### src/rtl/core/hhs_pkg.sv
package hhs_pkg;

    localparam int NUM_TASKS = 8;
    localparam int MASK_BITS = 8;
    localparam int ID_W      = 4;
    localparam int CNT_W     = 8;

    localparam logic [CNT_W-1:0] MISS_MAX        = 8'hFF;
    localparam logic [CNT_W-1:0] THRESHOLD_RESET = 8'd5;

    localparam logic REQ_BEAT  = 1'b0;
    localparam logic REQ_CHECK = 1'b1;

    // command from the front end to the task bank, one transaction per cycle at most
    typedef struct packed {
        logic            beat;
        logic            check;
        logic [ID_W-1:0] id;
    } hhs_cmd_t;

endpackage

### src/rtl/core/heartbeat_hang_supervisor.sv
// A check transaction waits in the input register until the result register has room,
// and is then loaded into the result register; heartbeats give no result.
// Throughput: one transaction per cycle; heartbeats always pass, and a check stalls the
// input only while the result register is full and m_tready is low.
// Reset (aresetn low, synchronous): all seen bits, miss counters and the hang
// flag clear, both registers empty, hang_threshold returns to 5.
module heartbeat_hang_supervisor (
    input  logic        aclk,
    input  logic        aresetn,
    // configuration: hang_threshold
    input  logic        cfg_valid,
    output logic        cfg_ready,
    input  logic [7:0]  cfg_data,
    // input stream
    input  logic        s_tvalid,
    output logic        s_tready,
    input  logic [7:0]  s_tdata,   // [3:0] task_id, [7:4] zero
    input  logic [0:0]  s_tuser,   // [0] req_type
    // result stream
    output logic        m_tvalid,
    input  logic        m_tready,
    output logic [15:0] m_tdata    // [0] feed_watchdog, [1] hang_flag, [9:2] hung_mask,
                                   // [10] hang_raised, [11] hang_cleared, [15:12] zero
);
    import hhs_pkg::*;

    logic [CNT_W-1:0]     threshold_reg;
    logic                 in_vld_reg;
    logic                 in_type_reg;
    logic [ID_W-1:0]      in_id_reg;
    logic                 consume;
    hhs_cmd_t             cmd;
    logic [NUM_TASKS-1:0] hung;
    logic                 any_hung;
    logic [MASK_BITS-1:0] mask_next;
    logic                 hang_error_reg;
    logic                 out_vld_reg;
    logic                 feed_reg;
    logic                 flag_reg;
    logic [MASK_BITS-1:0] mask_reg;
    logic                 raised_reg;
    logic                 cleared_reg;

    assign cfg_ready = 1'b1;

    always_ff @(posedge aclk) begin
        if (!aresetn) begin
            threshold_reg <= THRESHOLD_RESET;
        end else if (cfg_valid) begin
            threshold_reg <= cfg_data;
        end
    end

    // a heartbeat never waits; a check waits for room in the result register
    assign consume  = in_vld_reg &&
                      ((in_type_reg == REQ_BEAT) || !out_vld_reg || m_tready);
    assign s_tready = !in_vld_reg || consume;

    always_ff @(posedge aclk) begin
        if (!aresetn) begin
            in_vld_reg <= 1'b0;
        end else if (s_tready) begin
            in_vld_reg <= s_tvalid;
        end
    end

    always_ff @(posedge aclk) begin
        if (s_tready && s_tvalid) begin
            in_type_reg <= s_tuser[0];
            in_id_reg   <= s_tdata[ID_W-1:0];
        end
    end

    assign cmd.beat  = consume && (in_type_reg == REQ_BEAT);
    assign cmd.check = consume && (in_type_reg == REQ_CHECK);
    assign cmd.id    = in_id_reg;

    hhs_task_bank u_bank (
        .aclk      (aclk),
        .aresetn   (aresetn),
        .cmd       (cmd),
        .threshold (threshold_reg),
        .hung      (hung)
    );

    assign any_hung = |hung;

    always_comb begin
        for (int b = 0; b < MASK_BITS; b++) begin
            mask_next[b] = (b < NUM_TASKS) ? hung[b % NUM_TASKS] : 1'b0;
        end
    end

    always_ff @(posedge aclk) begin
        if (!aresetn) begin
            hang_error_reg <= 1'b0;
            out_vld_reg    <= 1'b0;
        end else begin
            if (cmd.check) begin
                hang_error_reg <= any_hung;
                out_vld_reg    <= 1'b1;
            end else if (m_tready) begin
                out_vld_reg    <= 1'b0;
            end
        end
    end

    always_ff @(posedge aclk) begin
        if (cmd.check) begin
            feed_reg    <= !any_hung;
            flag_reg    <= any_hung;
            mask_reg    <= mask_next;
            raised_reg  <= any_hung && !hang_error_reg;
            cleared_reg <= !any_hung && hang_error_reg;
        end
    end

    assign m_tvalid = out_vld_reg;
    assign m_tdata  = {4'b0000, cleared_reg, raised_reg, mask_reg, flag_reg, feed_reg};

`ifndef SYNTHESIS
    a_raise_sets_flag : assert property (@(posedge aclk) disable iff (!aresetn)
        m_tvalid && raised_reg |-> flag_reg && !cleared_reg)
        else $error("hang raised without flag");
    a_clear_feeds : assert property (@(posedge aclk) disable iff (!aresetn)
        m_tvalid && cleared_reg |-> !flag_reg && feed_reg)
        else $error("hang cleared while still hung");
    a_feed_vs_flag : assert property (@(posedge aclk) disable iff (!aresetn)
        m_tvalid |-> (feed_reg != flag_reg))
        else $error("feed and hang flag disagree");
    a_check_gives_result : assert property (@(posedge aclk) disable iff (!aresetn)
        cmd.check |=> m_tvalid && (flag_reg == hang_error_reg))
        else $error("check transaction lost its result");
`endif

endmodule

### src/rtl/core/hhs_task_bank.sv
module hhs_task_bank (
    input  logic                           aclk,
    input  logic                           aresetn,
    input  hhs_pkg::hhs_cmd_t              cmd,
    input  logic [hhs_pkg::CNT_W-1:0]      threshold,
    output logic [hhs_pkg::NUM_TASKS-1:0]  hung
);
    import hhs_pkg::*;

    logic [NUM_TASKS-1:0] seen_reg;
    logic [NUM_TASKS-1:0] seen_next;
    logic [CNT_W-1:0]     miss_reg  [NUM_TASKS];
    logic [CNT_W-1:0]     miss_next [NUM_TASKS];
    logic [CNT_W-1:0]     miss_inc  [NUM_TASKS];

    always_comb begin
        for (int t = 0; t < NUM_TASKS; t++) begin
            miss_inc[t] = (miss_reg[t] == MISS_MAX) ? miss_reg[t] : miss_reg[t] + 1'b1;
            // hung only if the task missed this period
            hung[t]      = !seen_reg[t] && (miss_inc[t] >= threshold);
            seen_next[t] = seen_reg[t];
            miss_next[t] = miss_reg[t];
            if (cmd.check) begin
                seen_next[t] = 1'b0;
                miss_next[t] = seen_reg[t] ? '0 : miss_inc[t];
            end else if (cmd.beat && (cmd.id == ID_W'(t))) begin
                seen_next[t] = 1'b1;
            end
        end
    end

    always_ff @(posedge aclk) begin
        if (!aresetn) begin
            seen_reg <= '0;
            for (int t = 0; t < NUM_TASKS; t++) begin
                miss_reg[t] <= '0;
            end
        end else begin
            seen_reg <= seen_next;
            for (int t = 0; t < NUM_TASKS; t++) begin
                miss_reg[t] <= miss_next[t];
            end
        end
    end

endmodule

### config.mk
export PLATFORM = sky130hd
export DESIGN_NAME = heartbeat_hang_supervisor
export DESIGN_NICKNAME = d
export VERILOG_FILES = /design/src/rtl/core/hhs_pkg.sv /design/src/rtl/core/heartbeat_hang_supervisor.sv /design/src/rtl/core/hhs_task_bank.sv
export SDC_FILE = /design/constraint.sdc
export NUM_CORES = 1
export LEC_CHECK = 0
export ABC_CLOCK_PERIOD_IN_PS = 4800
export BUFFER_PORTS_ARGS = -buffer_cell sky130_fd_sc_hd__buf_2
export CAP_MARGIN = 5
export CELL_PAD_IN_SITES_DETAIL_PLACEMENT = 1
export CELL_PAD_IN_SITES_GLOBAL_PLACEMENT = 2
export CORE_MARGIN = 5
export CORE_UTILIZATION = 43
export CTS_BUF_LIST = sky130_fd_sc_hd__clkbuf_4
export DETAILED_ROUTE_END_ITERATION = 10
export PLACE_DENSITY_LB_ADDON = 0.05
export SKIP_LAST_GASP = 1
export SYNTH_ARGS = -nofsm -noshare
export SYNTH_HDL_FRONTEND = slang
export SYNTH_SLANG_ARGS = --single-unit
export TNS_END_PERCENT = 50
### constraint.sdc
create_clock -name aclk -period 4.8 [get_ports aclk]
set_clock_uncertainty 0.15 [all_clocks]
set_input_delay 0.48 -clock aclk [delete_from_list [all_inputs] [get_ports aclk]]
set_output_delay 0.48 -clock aclk [all_outputs]
set_load 0.01 [all_outputs]
Word level (Yosys, flattened, before mapping)
Memories as Yosys holds them, arrays and structs flattened.
Cells that the tools add are included.
- memory bits (read-only): 0
- register bits: 36
- memories: 1
- word-level logic and storage cells: 138
- latch bits: 0
- RAM bits: 64
- memory list (memory ; words ; bits a word ; rd ports ; clocked after Yosys merged registers in ; wr ports ; line ; text):
    u_bank.miss_reg ; 8 ; 8 ; 8 ; 0 ; 8 ; hhs_task_bank.sv:12 ; logic [CNT_W-1:0] miss_reg [NUM_TASKS];
- bitwise gates (word level): 10
- magnitude comparators: 8
- divide/modulo/power cells: 0
- shifts and indexed selects: 0
- reductions and logical operators: 41
- equal/unequal tests: 15
- mux-type cells: 36
- multiply operators: 0
- add/sub/neg operators: 8
- operators by type and width (kind ; count):
    two-way mux 8 bit ; 32
    adder 8 x 1 -> 8 bit, second input constant ; 8
    equality test 8 bit, second input constant ; 8
    greater-or-equal comparator 8 bit ; 8
    logical AND 1 bit ; 22
    equality test 4 x 3 -> 1 bit, second input constant ; 4
    logical NOT 1 bit ; 12
    equality test 4 x 2 -> 1 bit, second input constant ; 2
    OR 1 bit ; 8
    OR reduction 8 bit ; 1
    equality test 4 x 1 -> 1 bit, second input constant ; 1
    logical NOT 4 bit ; 1
    two-way mux 1 bit ; 4
    logical OR 1 bit ; 3
    NOT 1 bit ; 2
    nonzero test 2 bit ; 1
    OR reduction 2 bit ; 1

Depth between registers and ports, before layout
Gate-level depths: netlist (run 1).
An unclocked memory read counts as a cell.
- depth after elaboration: 8
- mapped depth: 14
- depth with buffers taken out: 13

Modules after synthesis
From an unflattened synthesis (run 1), not the netlist that was laid out.
- cells, all modules: 800
- area, all modules: 6861.6 µm²
- by module, submodules not included (module ; area an instance (µm²) ; cells each ; instances):
    hhs_task_bank ; 5824.3 ; 725 ; 1
    heartbeat_hang_supervisor ; 1037.2 ; 75 ; 1

Worst setup path before layout (run 1)
OpenSTA, ideal clock, no wires.
- kind: register to register
- from: mem u_bank.miss_reg[4][4] (netlist: u_bank.miss_reg[0][36])
- to: reg raised_reg, data pin
- setup time: 0.263 ns
- arrival: 2.637 ns
- required time: 4.387 ns
- setup slack: 1.750 ns
- cell stages (with the launch flop): 12
- buffers on the path: 1
- path through: dfxtp_1 and4_4 nand4_4 and4_1 buf_4 xor2_1 ha_1 or2_2 a32o_1 nand4bb_1 nor4_4 nor2_1
- RTL lines (what ; line ; text):
    start: declaration ; hhs_task_bank.sv:12 ;
    end signal: assignment ; heartbeat_hang_supervisor.sv:113 ; raised_reg <= any_hung && !hang_error_reg;
    end: declaration ; heartbeat_hang_supervisor.sv:41 ; logic raised_reg;

==> results of run 1 <==
[power groups by stage]
| stage | Sequential, W | Clock, W | Combinational [W] |
|---|---|---|---|
| 6_report | 0.000891 | 0.000434 | 0.000190 |
| 5_1_grt | 0.000894 | 0.000499 | 0.000213 |
| 4_1_cts | 0.000891 | 0.000465 | 0.000191 |
| 3_5_place_dp | 0.000909 | 0 | 0.000187 |
| 3_3_place_gp | 0.000909 | 0 | 0.000176 |
| 2_1_floorplan | 0.000903 | 0 | 0.000132 |
[stage by stage]
| stage | cell area [um^2] | cells | power, W | utilization [%] | setup WS (ps) |
|---|---|---|---|---|---|
| 5_1_grt | 7190 | 1006 | 0.00161 | 45.8 | 941 |
| 4_1_cts | 7180 | 1005 | 0.00155 | 45.7 | 1230 |
| 3_3_place_gp | 7000 | 983 | 0.00108 | 44.6 | 1390 |
| 6_report | 7200 | 1008 | 0.00152 | 45.8 | 1230 |
| 3_5_place_dp | 7000 | 983 | 0.00110 | 44.6 | 1240 |
| 2_1_floorplan | 6820 | 779 | 0.00104 | - | 1750 |
[cell type report]
| class | instances | area [um^2] |
|---|---|---|
| multi-input cells | 612 | 4300 |
| clock inverters | 6 | 46.3 |
| diodes | 2 | 5.00 |
| well taps | 216 | 270 |
| flip-flops and latches | 100 | 2170 |
| fillers | 1883 | 8520 |
| clock buffers | 10 | 75.1 |
| inverters | 21 | 78.8 |
| repair buffers | 41 | 248 |
[routing by layer]
| metal | global-route usage (%) | routed length, um | up-vias |
|---|---|---|---|
| met1 | 26.3 | 8650 | 2755 |
| met5 | 0 | 0 | - |
| met4 | 4.42 | 178 | 0 |
| met2 | 34.3 | 8640 | 62 |
| li1 | - | - | 2819 |
| met3 | 3.31 | 410 | 13 |
[cell families after synthesis]
logic type / share of synthesized area (%)
compound gates: 16.6
flops: 31.9
mux: 4.16
simple gates: 24.8
other cells: 0.110
fa+ha+maj: 13.2
xor+xnor: 4.12
buf+inv: 5.02
[cells in the final DEF (no fill, tap or decap), types with 4 or more instances in the layout]
master and instances:
sky130_fd_sc_hd__o21a_1 7, sky130_fd_sc_hd__a21boi_0 7, sky130_fd_sc_hd__nor2b_1 38, sky130_fd_sc_hd__nand3_2 5
sky130_fd_sc_hd__nand4_4 4, sky130_fd_sc_hd__conb_1 5, sky130_fd_sc_hd__nor2_1 57, sky130_fd_sc_hd__inv_1 21
sky130_fd_sc_hd__and3_1 4, sky130_fd_sc_hd__xnor2_1 14, sky130_fd_sc_hd__edfxtp_1 17, sky130_fd_sc_hd__nor3_1 7
sky130_fd_sc_hd__nand3b_1 7, sky130_fd_sc_hd__o21ai_0 56, sky130_fd_sc_hd__a22oi_1 27, sky130_fd_sc_hd__and3b_1 8
sky130_fd_sc_hd__a31oi_1 12, sky130_fd_sc_hd__buf_2 31, sky130_fd_sc_hd__nand4b_1 6, sky130_fd_sc_hd__nand2_1 60
sky130_fd_sc_hd__or4_1 5, sky130_fd_sc_hd__nand2b_1 12, sky130_fd_sc_hd__nand3_1 26, sky130_fd_sc_hd__a21oi_1 50
sky130_fd_sc_hd__nand4_1 9, sky130_fd_sc_hd__mux2i_1 8, sky130_fd_sc_hd__and4_1 7, sky130_fd_sc_hd__dlygate4sd3_1 7
sky130_fd_sc_hd__nor4_1 5, sky130_fd_sc_hd__clkbuf_4 10, sky130_fd_sc_hd__mux2_2 18, sky130_fd_sc_hd__xor2_1 18
sky130_fd_sc_hd__nor3b_1 5, sky130_fd_sc_hd__and2_1 15, sky130_fd_sc_hd__a21boi_1 5, sky130_fd_sc_hd__dfxtp_1 83
sky130_fd_sc_hd__ha_1 72, sky130_fd_sc_hd__and4_4 4
[worst min-delay path, cell delays in order]
cell	delay, ps
sky130_fd_sc_hd__buf_2	70
sky130_fd_sc_hd__mux2i_1	60
sky130_fd_sc_hd__nor2b_1	90
[repair_timing]
action                                  CTS  global route
hold endpoints to repair                  6             1
endpoints found under the setup margin    0             0
hold buffers                              6             1
[worst max path at each step]
| stage | start | to | slack [ps] | cells after the start |
|---|---|---|---|---|
| floorplan | u_bank.miss_reg[0][36] | raised_reg | 1750 | 11 |
| global placement | u_bank.miss_reg[0][51] | flag_reg | 1390 | 12 |
| detailed placement | u_bank.miss_reg[0][16] | flag_reg | 1240 | 12 |
| CTS | u_bank.miss_reg[0][16] | flag_reg | 1230 | 12 |
| global route | u_bank.miss_reg[0][16] | raised_reg | 940 | 12 |
| finish | u_bank.miss_reg[0][16] | flag_reg | 1230 | 12 |
==> results.sh, run 1 <==
export IMPL_clkLatencyLatePin_ps=490
export IMPL_post_synth_instance_area_um2=6800
export IMPL_flow_area_growth_from_synthesis_pct=5.77
export IMPL_design_portCount=41
export IMPL_timing_critical_path_cells="ha_1 > nand2_1 > nor3_2 > nor2_1 > nor2_1 > ha_1 > a211o_1 > a31oi_1 > o21ai_1 > a41o_1 > nor4_4 > inv_1"
export IMPL_cp_data_arrival_time_ps=3650
export IMPL_unrepaired_setup_endpoints_after_global_routing="no"
export IMPL_cts_setup_buffers=0
export IMPL_rr_worst_depth=12
export IMPL_async_flop_share_pct=0
export IMPL_grt_max_degree=61
export IMPL_path_buf_inv=1
export IMPL_cp_data_required_time_ps=4890
export IMPL_cp_slowest_cell="sky130_fd_sc_hd__dfxtp_1"
export IMPL_number_of_global_route_vias_before_repair=5621
export IMPL_r2r_end="flag_reg"
export IMPL_power_density_nw_per_um2=211
export IMPL_htreeDepth=3
export IMPL_switching_fraction_pct=29.7
export IMPL_global_route_wire_length_before_repair_mm=29.1
export IMPL_timing_hold_worst_start="cfg_data[5]"
export IMPL_status="complete, no violations"
export IMPL_maxClockFrequency_ghz=0.280
export IMPL_fp_dieArea_um2=18400
export IMPL_hold_end="threshold_reg[5]"
export IMPL_hold_violations=0
export IMPL_layout_drive_gt1_share_pct=11.1
export IMPL_row_count=46
export IMPL_slew_worst_pin_ps=923
export IMPL_most_common_cell_in_the_synthesized_netlist="sky130_fd_sc_hd__dfxtp_1"
export IMPL_number_of_enable_flip_flop_cells_after_synthesis=17
export IMPL_path_max_fanout=6
export IMPL_largest_register_ff_count=64
export IMPL_post_synth_cell_area_avg_um2=8.77
export IMPL_die_h_um=136
export IMPL_timing_critical_path_to_type="flop"
export IMPL_dpl_hpwl_mm=12.5
export IMPL_yosys_warnings=0
export IMPL_gp_congestion=0.777
export IMPL_hold_slack_ps=86.4
export IMPL_chipWidth_um=136
export IMPL_route_vias_total=5649
export IMPL_syn_inst=776
export IMPL_routed_wire_length_per_instance_um=17.7
export IMPL_internal_power_w=0.00107
export IMPL_ys_top_cells_by_count="sky130_fd_sc_hd__dfxtp_1 (83), sky130_fd_sc_hd__ha_1 (72), sky130_fd_sc_hd__nand2_1 (60), sky130_fd_sc_hd__nor2_1 (57), sky130_fd_sc_hd__o21ai_0 (56)"
export IMPL_drt_first_pass_iters=4
export IMPL_finalWorstPathRequiredPeriod_ps=3570
export IMPL_synth_cell_type_count=62
export IMPL_post_synth_top_area_cell="sky130_fd_sc_hd__dfxtp_1"
export IMPL_timing_critical_path_max_delay_family="simple AND/OR/NAND/NOR gates"
export IMPL_yosys_top_cells_area="sky130_fd_sc_hd__dfxtp_1 (24%), sky130_fd_sc_hd__ha_1 (13%), sky130_fd_sc_hd__edfxtp_1 (7.5%), sky130_fd_sc_hd__o21ai_0 (4.1%), sky130_fd_sc_hd__a21oi_1 (3.7%)"
export IMPL_cts_sink_count=100
export IMPL_drt_iter0_drc=272
export IMPL_synth_seq_cells=100
export IMPL_drt_antenna_violating_nets=0
export IMPL_final_period_utilization_pct=74.3
export IMPL_final_max_slew_viol_count=0
export IMPL_initial_standard_cell_utilization_of_the_core_pct=43.3
export IMPL_num_nets_final=879
export IMPL_kind_of_critical_path="reg -> reg"
export IMPL_static_leakage_nw=2.99
export IMPL_switching_pwr_w=0.000450
export IMPL_power_share_combinational_pct=12.5
export IMPL_power_share_sequential_pct=58.8
export IMPL_port_buffer_count=31
export IMPL_whs_path_depth=3
export IMPL_setup_viol_count_final=0
export IMPL_clock_tree_buffer_depth=2
export IMPL_setup_worst_path_start_class="flop"
export IMPL_synthFlopType="sky130_fd_sc_hd__dfxtp_1"
export IMPL_cts_repair_resize_count=0
export IMPL_vias_per_cell=5.60
export IMPL_path_clk_slew_ps=170
export IMPL_tritoncts="built"
export IMPL_ir_drop_v=0.000170
export IMPL_share_of_the_synthesized_area_in_the_top_cell_type_pct=24.4
export IMPL_maxCapViolCount=0
export IMPL_crit_reg2reg_launch="u_bank.miss_reg[0][16]"
export IMPL_cts_made_buffers=9
export IMPL_synth_yosys_seq_area_share_pct=31.9
export IMPL_hold_class="in -> reg"
export IMPL_reg2reg_setup_slack_ps=1230
export IMPL_global_route_usage_total_pct=20.0
export IMPL_setup_tns_ps=0
export IMPL_antenna_found_initial=0
export IMPL_slew_limit_headroom_pct=38.4
export IMPL_pwr_share_clk_pct=28.7
export IMPL_cp_slowest_stage_delay_ps=440
export IMPL_cts_root_buf="sky130_fd_sc_hd__clkbuf_4"
export IMPL_detail_route_wirelength_mm=17.9
export IMPL_core_region_area_um2=15700
export IMPL_globalRouteOverflowTotal=0
export IMPL_drc_errors=0
Power figures use the tool's default switching activity.
==> run 2: changes to the inputs <==
--- a/config.mk
+++ b/config.mk
@@ -5,13 +5,14 @@
 export SDC_FILE = /design/constraint.sdc
 export NUM_CORES = 1
 export LEC_CHECK = 0
-export ABC_CLOCK_PERIOD_IN_PS = 4800
+export ABC_AREA = 1
+export ABC_CLOCK_PERIOD_IN_PS = 3200
 export BUFFER_PORTS_ARGS = -buffer_cell sky130_fd_sc_hd__buf_2
 export CAP_MARGIN = 5
 export CELL_PAD_IN_SITES_DETAIL_PLACEMENT = 1
 export CELL_PAD_IN_SITES_GLOBAL_PLACEMENT = 2
 export CORE_MARGIN = 5
-export CORE_UTILIZATION = 43
+export CORE_UTILIZATION = 33
 export CTS_BUF_LIST = sky130_fd_sc_hd__clkbuf_4
 export DETAILED_ROUTE_END_ITERATION = 10
 export PLACE_DENSITY_LB_ADDON = 0.05
==> constraint.sdc (replaced) <==
create_clock -name aclk -period 3.2 [get_ports aclk]
set_clock_uncertainty 0.15 [all_clocks]
set_input_delay 0.32 -clock aclk [delete_from_list [all_inputs] [get_ports aclk]]
set_output_delay 0.32 -clock aclk [all_outputs]
set_load 0.01 [all_outputs]
==> run 2 against run 1 <==
Critical endpoint is now raised_reg. Sequential power is 49% higher. Highest routed layer unchanged. Wire length is 4.2% higher. Non-clock buffer count is 26 higher. Cell count is 19% higher.
==> results.sh, run 2 <==
export IMPL_status="complete, no violations"
export IMPL_global_route_usage_total_pct=17.3
export IMPL_antenna_found_initial=1
export IMPL_row_count=50
export IMPL_num_nets_final=1026
export IMPL_async_flop_share_pct=0
export IMPL_synth_cell_type_count=35
export IMPL_drt_antenna_violating_nets=0
export IMPL_clkLatencyLatePin_ps=480
export IMPL_clock_tree_buffer_depth=2
export IMPL_most_common_layout_cells="sky130_fd_sc_hd__nand2_1 (235), sky130_fd_sc_hd__inv_1 (119), sky130_fd_sc_hd__dfxtp_1 (79)"
export IMPL_hold_slack_ps=42.7
export IMPL_muxShareOfSynthArea_pct=0
export IMPL_cts_setup_buffers=0
export IMPL_core_region_area_um2=18800
export IMPL_detail_route_wirelength_mm=18.6
export IMPL_timing_critical_path_to_type="flop"
export IMPL_synth_yosys_seq_area_share_pct=34.1
export IMPL_synth_compound_area_share_pct=11.8
export IMPL_maxCapViolCount=0
export IMPL_finalWorstPathRequiredPeriod_ps=3000
export IMPL_static_leakage_nw=3.64
export IMPL_vias_per_cell=4.68
export IMPL_yosys_area_share_adder_pct=14.1
export IMPL_slew_limit_headroom_pct=51.2
export IMPL_post_synth_cell_area_avg_um2=7.31
export IMPL_largest_family_of_logic_cells_by_synthesized_area="simple AND/OR/NAND/NOR gates"
export IMPL_hold_class="in -> reg"
export IMPL_route_vias_total=5610
export IMPL_die_h_um=149
export IMPL_grt_max_degree=31
export IMPL_power_w=0.00230
export IMPL_drt_first_pass_iters=4
export IMPL_fin_cells=1198
export IMPL_xor_and_xnor_fraction_of_the_mapped_netlist_area_pct=5.34
export IMPL_fp_dieArea_um2=22200
export IMPL_number_of_global_route_vias_before_repair=5877
export IMPL_setup_viol_count_final=0
export IMPL_cts_sink_count=100
export IMPL_post_synth_top_area_cell="sky130_fd_sc_hd__dfxtp_1"
export IMPL_power_density_nw_per_um2=318
export IMPL_number_of_enable_flip_flop_cells_after_synthesis=17
export IMPL_global_route_wire_length_before_repair_mm=30.3
export IMPL_htreeDepth=3
export IMPL_largest_register_ff_count=64
export IMPL_met2_usage_pct=31.2
export IMPL_yosys_warnings=0
export IMPL_grtUsageMet3_pct=2.70
export IMPL_final_period_utilization_pct=93.7
export IMPL_cts_root_buf="sky130_fd_sc_hd__clkbuf_4"
export IMPL_synth_seq_cells=100
export IMPL_gp_congestion=0.774
export IMPL_hold_violations=0
export IMPL_final_max_slew_viol_count=0
export IMPL_setup_slack_ps=203
export IMPL_initial_standard_cell_utilization_of_the_core_pct=33.8
export IMPL_met1_resource_use_gr_pct=21.7
export IMPL_drc_errors=0
export IMPL_slew_worst_pin_ps=731
export IMPL_numPlacedInstances=1164
export IMPL_routed_wire_length_per_instance_um=15.5
export IMPL_path_clk_slew_ps=160
export IMPL_placement_stage_worst_setup_slack_ps=31.1
export IMPL_post_synth_instance_area_um2=6370
export IMPL_tritoncts="built"
export IMPL_cts_made_buffers=9
export IMPL_globalRouteOverflowTotal=0
export IMPL_cp_data_arrival_time_ps=3110
export IMPL_design_portCount=41
export IMPL_kind_of_critical_path="reg -> reg"
export IMPL_setup_worst_path_start_class="flop"
export IMPL_ys_top_cells_by_count="sky130_fd_sc_hd__nand2_1 (236), sky130_fd_sc_hd__inv_1 (119), sky130_fd_sc_hd__dfxtp_1 (83), sky130_fd_sc_hd__ha_1 (72), sky130_fd_sc_hd__nor2_1 (53)"
export IMPL_final_common_cell="sky130_fd_sc_hd__nand2_1"
export IMPL_ir_drop_v=0.000145
export IMPL_flow_area_growth_from_synthesis_pct=14.0
export IMPL_post_synthesis_share_of_cell_area_spent_on_and_or_nand_and_nor_gates_pct=24.4
export IMPL_fillers=2434
export IMPL_layout_drive_gt1_share_pct=13.7
export IMPL_port_buffer_count=31
export IMPL_share_of_the_synthesized_area_in_the_top_cell_type_pct=26.1
export IMPL_cp_data_required_time_ps=3310
export IMPL_most_common_cell_in_the_synthesized_netlist="sky130_fd_sc_hd__nand2_1"
export IMPL_yosys_top_cells_area="sky130_fd_sc_hd__dfxtp_1 (26%), sky130_fd_sc_hd__ha_1 (14%), sky130_fd_sc_hd__nand2_1 (14%), sky130_fd_sc_hd__edfxtp_1 (8.0%), sky130_fd_sc_hd__inv_1 (7.0%)"
export IMPL_syn_inst=871
export IMPL_chipWidth_um=149
export IMPL_path_max_fanout=7
export IMPL_dpl_hpwl_mm=14.2
export IMPL_synthFlopType="sky130_fd_sc_hd__dfxtp_1"
export IMPL_top_usage_layer="met2"
export IMPL_drt_iter0_drc=129
export IMPL_setup_tns_ps=0
export IMPL_maxClockFrequency_ghz=0.334
-- run 2: changes by cell type in the layout (fill, tap and decap cells not counted), moves of 18 or more --
cell | previous run | this run
sky130_fd_sc_hd__inv_1 | 21 | 119
sky130_fd_sc_hd__a22oi_1 | 27 | 0
sky130_fd_sc_hd__nor2b_1 | 38 | 0
sky130_fd_sc_hd__inv_2 | 0 | 21
sky130_fd_sc_hd__nand2_1 | 60 | 235
sky130_fd_sc_hd__mux2_2 | 18 | 0
sky130_fd_sc_hd__o21ai_0 | 56 | 16
sky130_fd_sc_hd__o21ai_1 | 2 | 48
-- run 2: where the power goes --
| part | internal [W] | switching (W) | total [W] |
|---|---|---|---|
| Combinational | 0.000123 | 0.000230 | 0.000353 |
| Clock | 0.000156 | 0.000470 | 0.000626 |
| Sequential | 0.00131 | 0.0000153 | 0.00133 |
-- run 2: layout make-up --
class                      instances  area [um^2]  share of cell area [%]
sequential                       100         2180                    30.0
tap                              260          325                    4.48
clock inverter                     7         42.5                   0.586
multi-input combinational        614         3650                    50.3
clock buffer                       9         67.6                   0.931
antenna                            1         2.50                  0.0345
inverter                         140          526                    7.24
timing repair buffer              67          468                    6.45
-- run 2: metrics by stage --
step           utilization, %  instance area, um^2
3_5_place_dp             36.6                 6890
5_1_grt                  38.5                 7260
3_3_place_gp             36.6                 6890
2_1_floorplan               -                 6380
4_1_cts                  38.1                 7170
6_report                 38.5                 7260
-- run 2: per-layer routing --
| layer | wire length, um | up-vias |
|---|---|---|
| met5 | 0 | - |
| met4 | 237 | 0 |
| met3 | 439 | 18 |
| met2 | 9320 | 47 |
| met1 | 8630 | 2651 |
| li1 | - | 2894 |
-- run 2: worst paths after layout --
kind                                        startpoint          endpoint  slack, ps  cells after the start
worst max-delay path            u_bank.miss_reg[0][57]        raised_reg        200                     19
worst min-delay path                           aresetn  threshold_reg[0]         40                      2
worst max register to register  u_bank.miss_reg[0][57]        raised_reg        200                     19
worst min register to register          hang_error_reg    hang_error_reg        340                      2
-- run 2: cell families (layout without fill, tap and decap cells) --
family,count (synthesis),after routing
AOI/OAI and AO/OA,135,135
xor gates and xnor gates,38,38
adders and majority gates,72,72
buffers and inverters,160,223
DFF,100,100
other,2,6
and+or+nand+nor,364,364
-- run 2: critical path, stage by stage (launching register included) --
cell,delay (ps)
sky130_fd_sc_hd__dfxtp_1,390
sky130_fd_sc_hd__ha_1,210
sky130_fd_sc_hd__nand3_1,130
sky130_fd_sc_hd__nor2_2,170
sky130_fd_sc_hd__nand4_2,120
sky130_fd_sc_hd__buf_4,190
sky130_fd_sc_hd__o21ai_1,200
sky130_fd_sc_hd__ha_1,290
sky130_fd_sc_hd__nand2_1,90
sky130_fd_sc_hd__nand2_1,50
sky130_fd_sc_hd__nand2_1,50
sky130_fd_sc_hd__nand2_1,50
sky130_fd_sc_hd__nand2_1,50
sky130_fd_sc_hd__nand3_1,70
sky130_fd_sc_hd__nand2_1,140
sky130_fd_sc_hd__nand2_1,90
sky130_fd_sc_hd__nor2_2,130
sky130_fd_sc_hd__nand2_2,110
sky130_fd_sc_hd__inv_2,70
sky130_fd_sc_hd__nor2_1,40
-- run 2: what timing repair did --
item,4_1_cts,5_1_grt
setup endpoints to repair,0,5
hold endpoints to repair,14,0
gates resized for setup,0,22
hold buffers,17,0
==> run 3: changes to the inputs <==
--- a/config.mk
+++ b/config.mk
@@ -5,17 +5,17 @@
 export SDC_FILE = /design/constraint.sdc
 export NUM_CORES = 1
 export LEC_CHECK = 0
-export ABC_AREA = 1
 export ABC_CLOCK_PERIOD_IN_PS = 3200
 export BUFFER_PORTS_ARGS = -buffer_cell sky130_fd_sc_hd__buf_2
 export CAP_MARGIN = 5
 export CELL_PAD_IN_SITES_DETAIL_PLACEMENT = 1
 export CELL_PAD_IN_SITES_GLOBAL_PLACEMENT = 2
 export CORE_MARGIN = 5
-export CORE_UTILIZATION = 33
+export CORE_UTILIZATION = 36
 export CTS_BUF_LIST = sky130_fd_sc_hd__clkbuf_4
 export DETAILED_ROUTE_END_ITERATION = 10
 export PLACE_DENSITY_LB_ADDON = 0.05
+export REMOVE_ABC_BUFFERS = 1
 export SKIP_LAST_GASP = 1
 export SYNTH_ARGS = -nofsm -noshare
 export SYNTH_HDL_FRONTEND = slang
==> run 3 against run 2 <==
Final area up 15%. Total power up 14%. Fmax down 3.3%. Count of clock-buffer cells in the layout up 1. Hold slack better by 25 ps. Clock power up 52%. Sequential cell count unchanged. Global-route usage up 0.99 points. Wire length up 6.8%. First-iteration DRC count down 4.7%. Via count up 6.7%. Register-to-register slack worse by 100 ps. Critical path type unchanged. Largest power group unchanged.
==> results.sh, run 3 (synthesis gave the netlist of run 1 again) <==
export IMPL_finish_utilization_pct=44.8
export IMPL_drt_antenna_violating_nets=0
export IMPL_ir_drop_v=0.000161
export IMPL_placement_stage_worst_setup_slack_ps=-65.7
export IMPL_critPathLaunch="u_bank.miss_reg[0][53]"
export IMPL_cts_root_buf="sky130_fd_sc_hd__clkbuf_4"
export IMPL_grt_max_degree=37
export IMPL_cp_slowest_stage_delay_ps=410
export IMPL_clock_tree_buffer_depth=2
export IMPL_placed_cell_area_um2=7570
export IMPL_path_buf_inv=1
export IMPL_timing_critical_path_cells="and4_4 > nand4_4 > buf_4 > mux2_2 > ha_1 > a2111oi_4 > o31ai_4 > nand4bb_4 > nor4_4 > nor2_1"
export IMPL_antenna_found_initial=1
export IMPL_cts_sink_count=100
export IMPL_kind_of_critical_path="reg -> reg"
export IMPL_drt_iter0_drc=123
export IMPL_initial_standard_cell_utilization_of_the_core_pct=36.5
export IMPL_dpl_hpwl_mm=14.4
export IMPL_global_route_usage_total_pct=18.3
export IMPL_crit_reg2reg_launch="u_bank.miss_reg[0][53]"
export IMPL_cp_data_required_time_ps=3310
export IMPL_die_h_um=147
export IMPL_detail_route_wirelength_mm=19.9
export IMPL_row_count=50
export IMPL_tritoncts="built"
export IMPL_cp_data_arrival_time_ps=3200
export IMPL_routed_wire_length_per_instance_um=17.9
export IMPL_slew_limit_headroom_pct=58.6
export IMPL_setup_viol_count_final=0
export IMPL_slew_worst_pin_ps=622
export IMPL_layout_drive_gt1_share_pct=26.4
export IMPL_final_common_cell="sky130_fd_sc_hd__buf_4"
export IMPL_fp_dieArea_um2=21700
export IMPL_global_route_wire_length_before_repair_mm=32.3
export IMPL_hold_class="in -> reg"
export IMPL_core_region_area_um2=18600
export IMPL_final_period_utilization_pct=96.8
export IMPL_num_nets_final=968
export IMPL_finalWorstPathRequiredPeriod_ps=3100
export IMPL_most_common_layout_cells="sky130_fd_sc_hd__buf_4 (80), sky130_fd_sc_hd__ha_1 (63), sky130_fd_sc_hd__dfxtp_1 (62)"
export IMPL_status="complete, no violations"
export IMPL_cp_slowest_cell="sky130_fd_sc_hd__nor4_4"
export IMPL_path_max_fanout=5
export IMPL_gp_congestion=0.774
export IMPL_r2r_end="raised_reg"
export IMPL_timing_critical_path_max_delay_family="simple AND/OR/NAND/NOR gates"
export IMPL_drc_errors=0
export IMPL_unrepaired_setup_endpoints_after_global_routing="yes"
export IMPL_chipWidth_um=147
export IMPL_globalRouteOverflowTotal=0
export IMPL_number_of_global_route_vias_before_repair=6308
export IMPL_worstSetupEndpoint="raised_reg"
export IMPL_design_portCount=41
export IMPL_path_clk_slew_ps=160
export IMPL_largest_register_ff_count=64
export IMPL_timing_critical_path_to_type="flop"
export IMPL_critical_path_cell_count=10
export IMPL_port_buffer_count=31
export IMPL_htreeDepth=3
export IMPL_stdcell_area_um2=8350
export IMPL_clkLatencyLatePin_ps=490
export IMPL_maxCapViolCount=0
export IMPL_final_max_slew_viol_count=0
export IMPL_setup_slack_ps=102
export IMPL_flow_area_growth_from_synthesis_pct=22.7
export IMPL_power_density_nw_per_um2=315
export IMPL_route_vias_total=5988
export IMPL_cts_made_buffers=9
export IMPL_maxClockFrequency_ghz=0.323
export IMPL_drt_first_pass_iters=4
export IMPL_static_leakage_nw=3.58
export IMPL_setup_worst_path_start_class="flop"
export IMPL_vias_per_cell=5.38
export IMPL_reg2reg_setup_slack_ps=100
export IMPL_hold_violations=0
export IMPL_setup_tns_ps=0
export IMPL_fillers=2148
export IMPL_rr_worst_depth=10
-- run 3: how the worst min path moves through the flow --
| stage | slack (ps) | startpoint | end | depth (start not counted) |
|---|---|---|---|---|
| floorplan | 230 | aresetn | threshold_reg[0] | 1 |
| global placement | 350 | threshold_reg[3] | threshold_reg[3] | 2 |
| detailed placement | 350 | s_tuser | in_type_reg | 1 |
| CTS | 30 | cfg_valid | threshold_reg[2] | 3 |
| global route | 40 | cfg_valid | threshold_reg[2] | 3 |
| finish | 70 | cfg_valid | threshold_reg[2] | 3 |
-- run 3: through the flow --
stage / hold slack [ps] / power (W) / instances
global placement: 348 / 0.00166 / 1072
detailed placement: 353 / 0.00167 / 1072
CTS: 25.0 / 0.00266 / 1104
finish: 67.4 / 0.00263 / 1114
global route: 42.0 / 0.00276 / 1114
floorplan: 232 / 0.00153 / 733
-- run 3: area by class of cell --
| class | instances | area (um^2) | area share [%] |
|---|---|---|---|
| multi-input combinational | 612 | 4600 | 55.1 |
| clock inverter | 6 | 134 | 1.60 |
| antenna | 1 | 2.50 | 0.0300 |
| tap | 234 | 293 | 3.51 |
| timing repair buffer | 130 | 958 | 11.5 |
| clock buffer | 10 | 75.1 | 0.899 |
| inverter | 21 | 78.8 | 0.944 |
| sequential | 100 | 2200 | 26.4 |
-- run 3: power by group --
| group | switching [W] | total (W) | internal, W |
|---|---|---|---|
| Clock | 0.000467 | 0.000951 | 0.000485 |
| Sequential | 0.0000182 | 0.00133 | 0.00131 |
| Combinational | 0.000202 | 0.000354 | 0.000153 |
-- run 3: layer usage --
layer  track usage (%)  vias to the layer above  routed length (um)
li1                  -                     2996                   -
met4              3.77                        0                 221
met5                 0                        -                   0
met1              23.2                     2929                9320
met3              3.25                       15                 409
met2              32.8                       48                9940
-- run 3: worst min-delay path: cells and delay by family --
| family | cells | cell delay [ps] |
|---|---|---|
| compound gates | 1 | 70 |
| buf+inv | 1 | 180 |
| simple gates | 1 | 90 |
-- run 3: what timing repair did --
action / 4_1_cts / 5_1_grt
gates resized for setup: 5 / 82
hold buffers: 16 / 0
pin swaps: 1 / 22
buffers inserted: 0 / 9
hold endpoints to repair: 15 / 0
setup endpoints to repair: 4 / 5
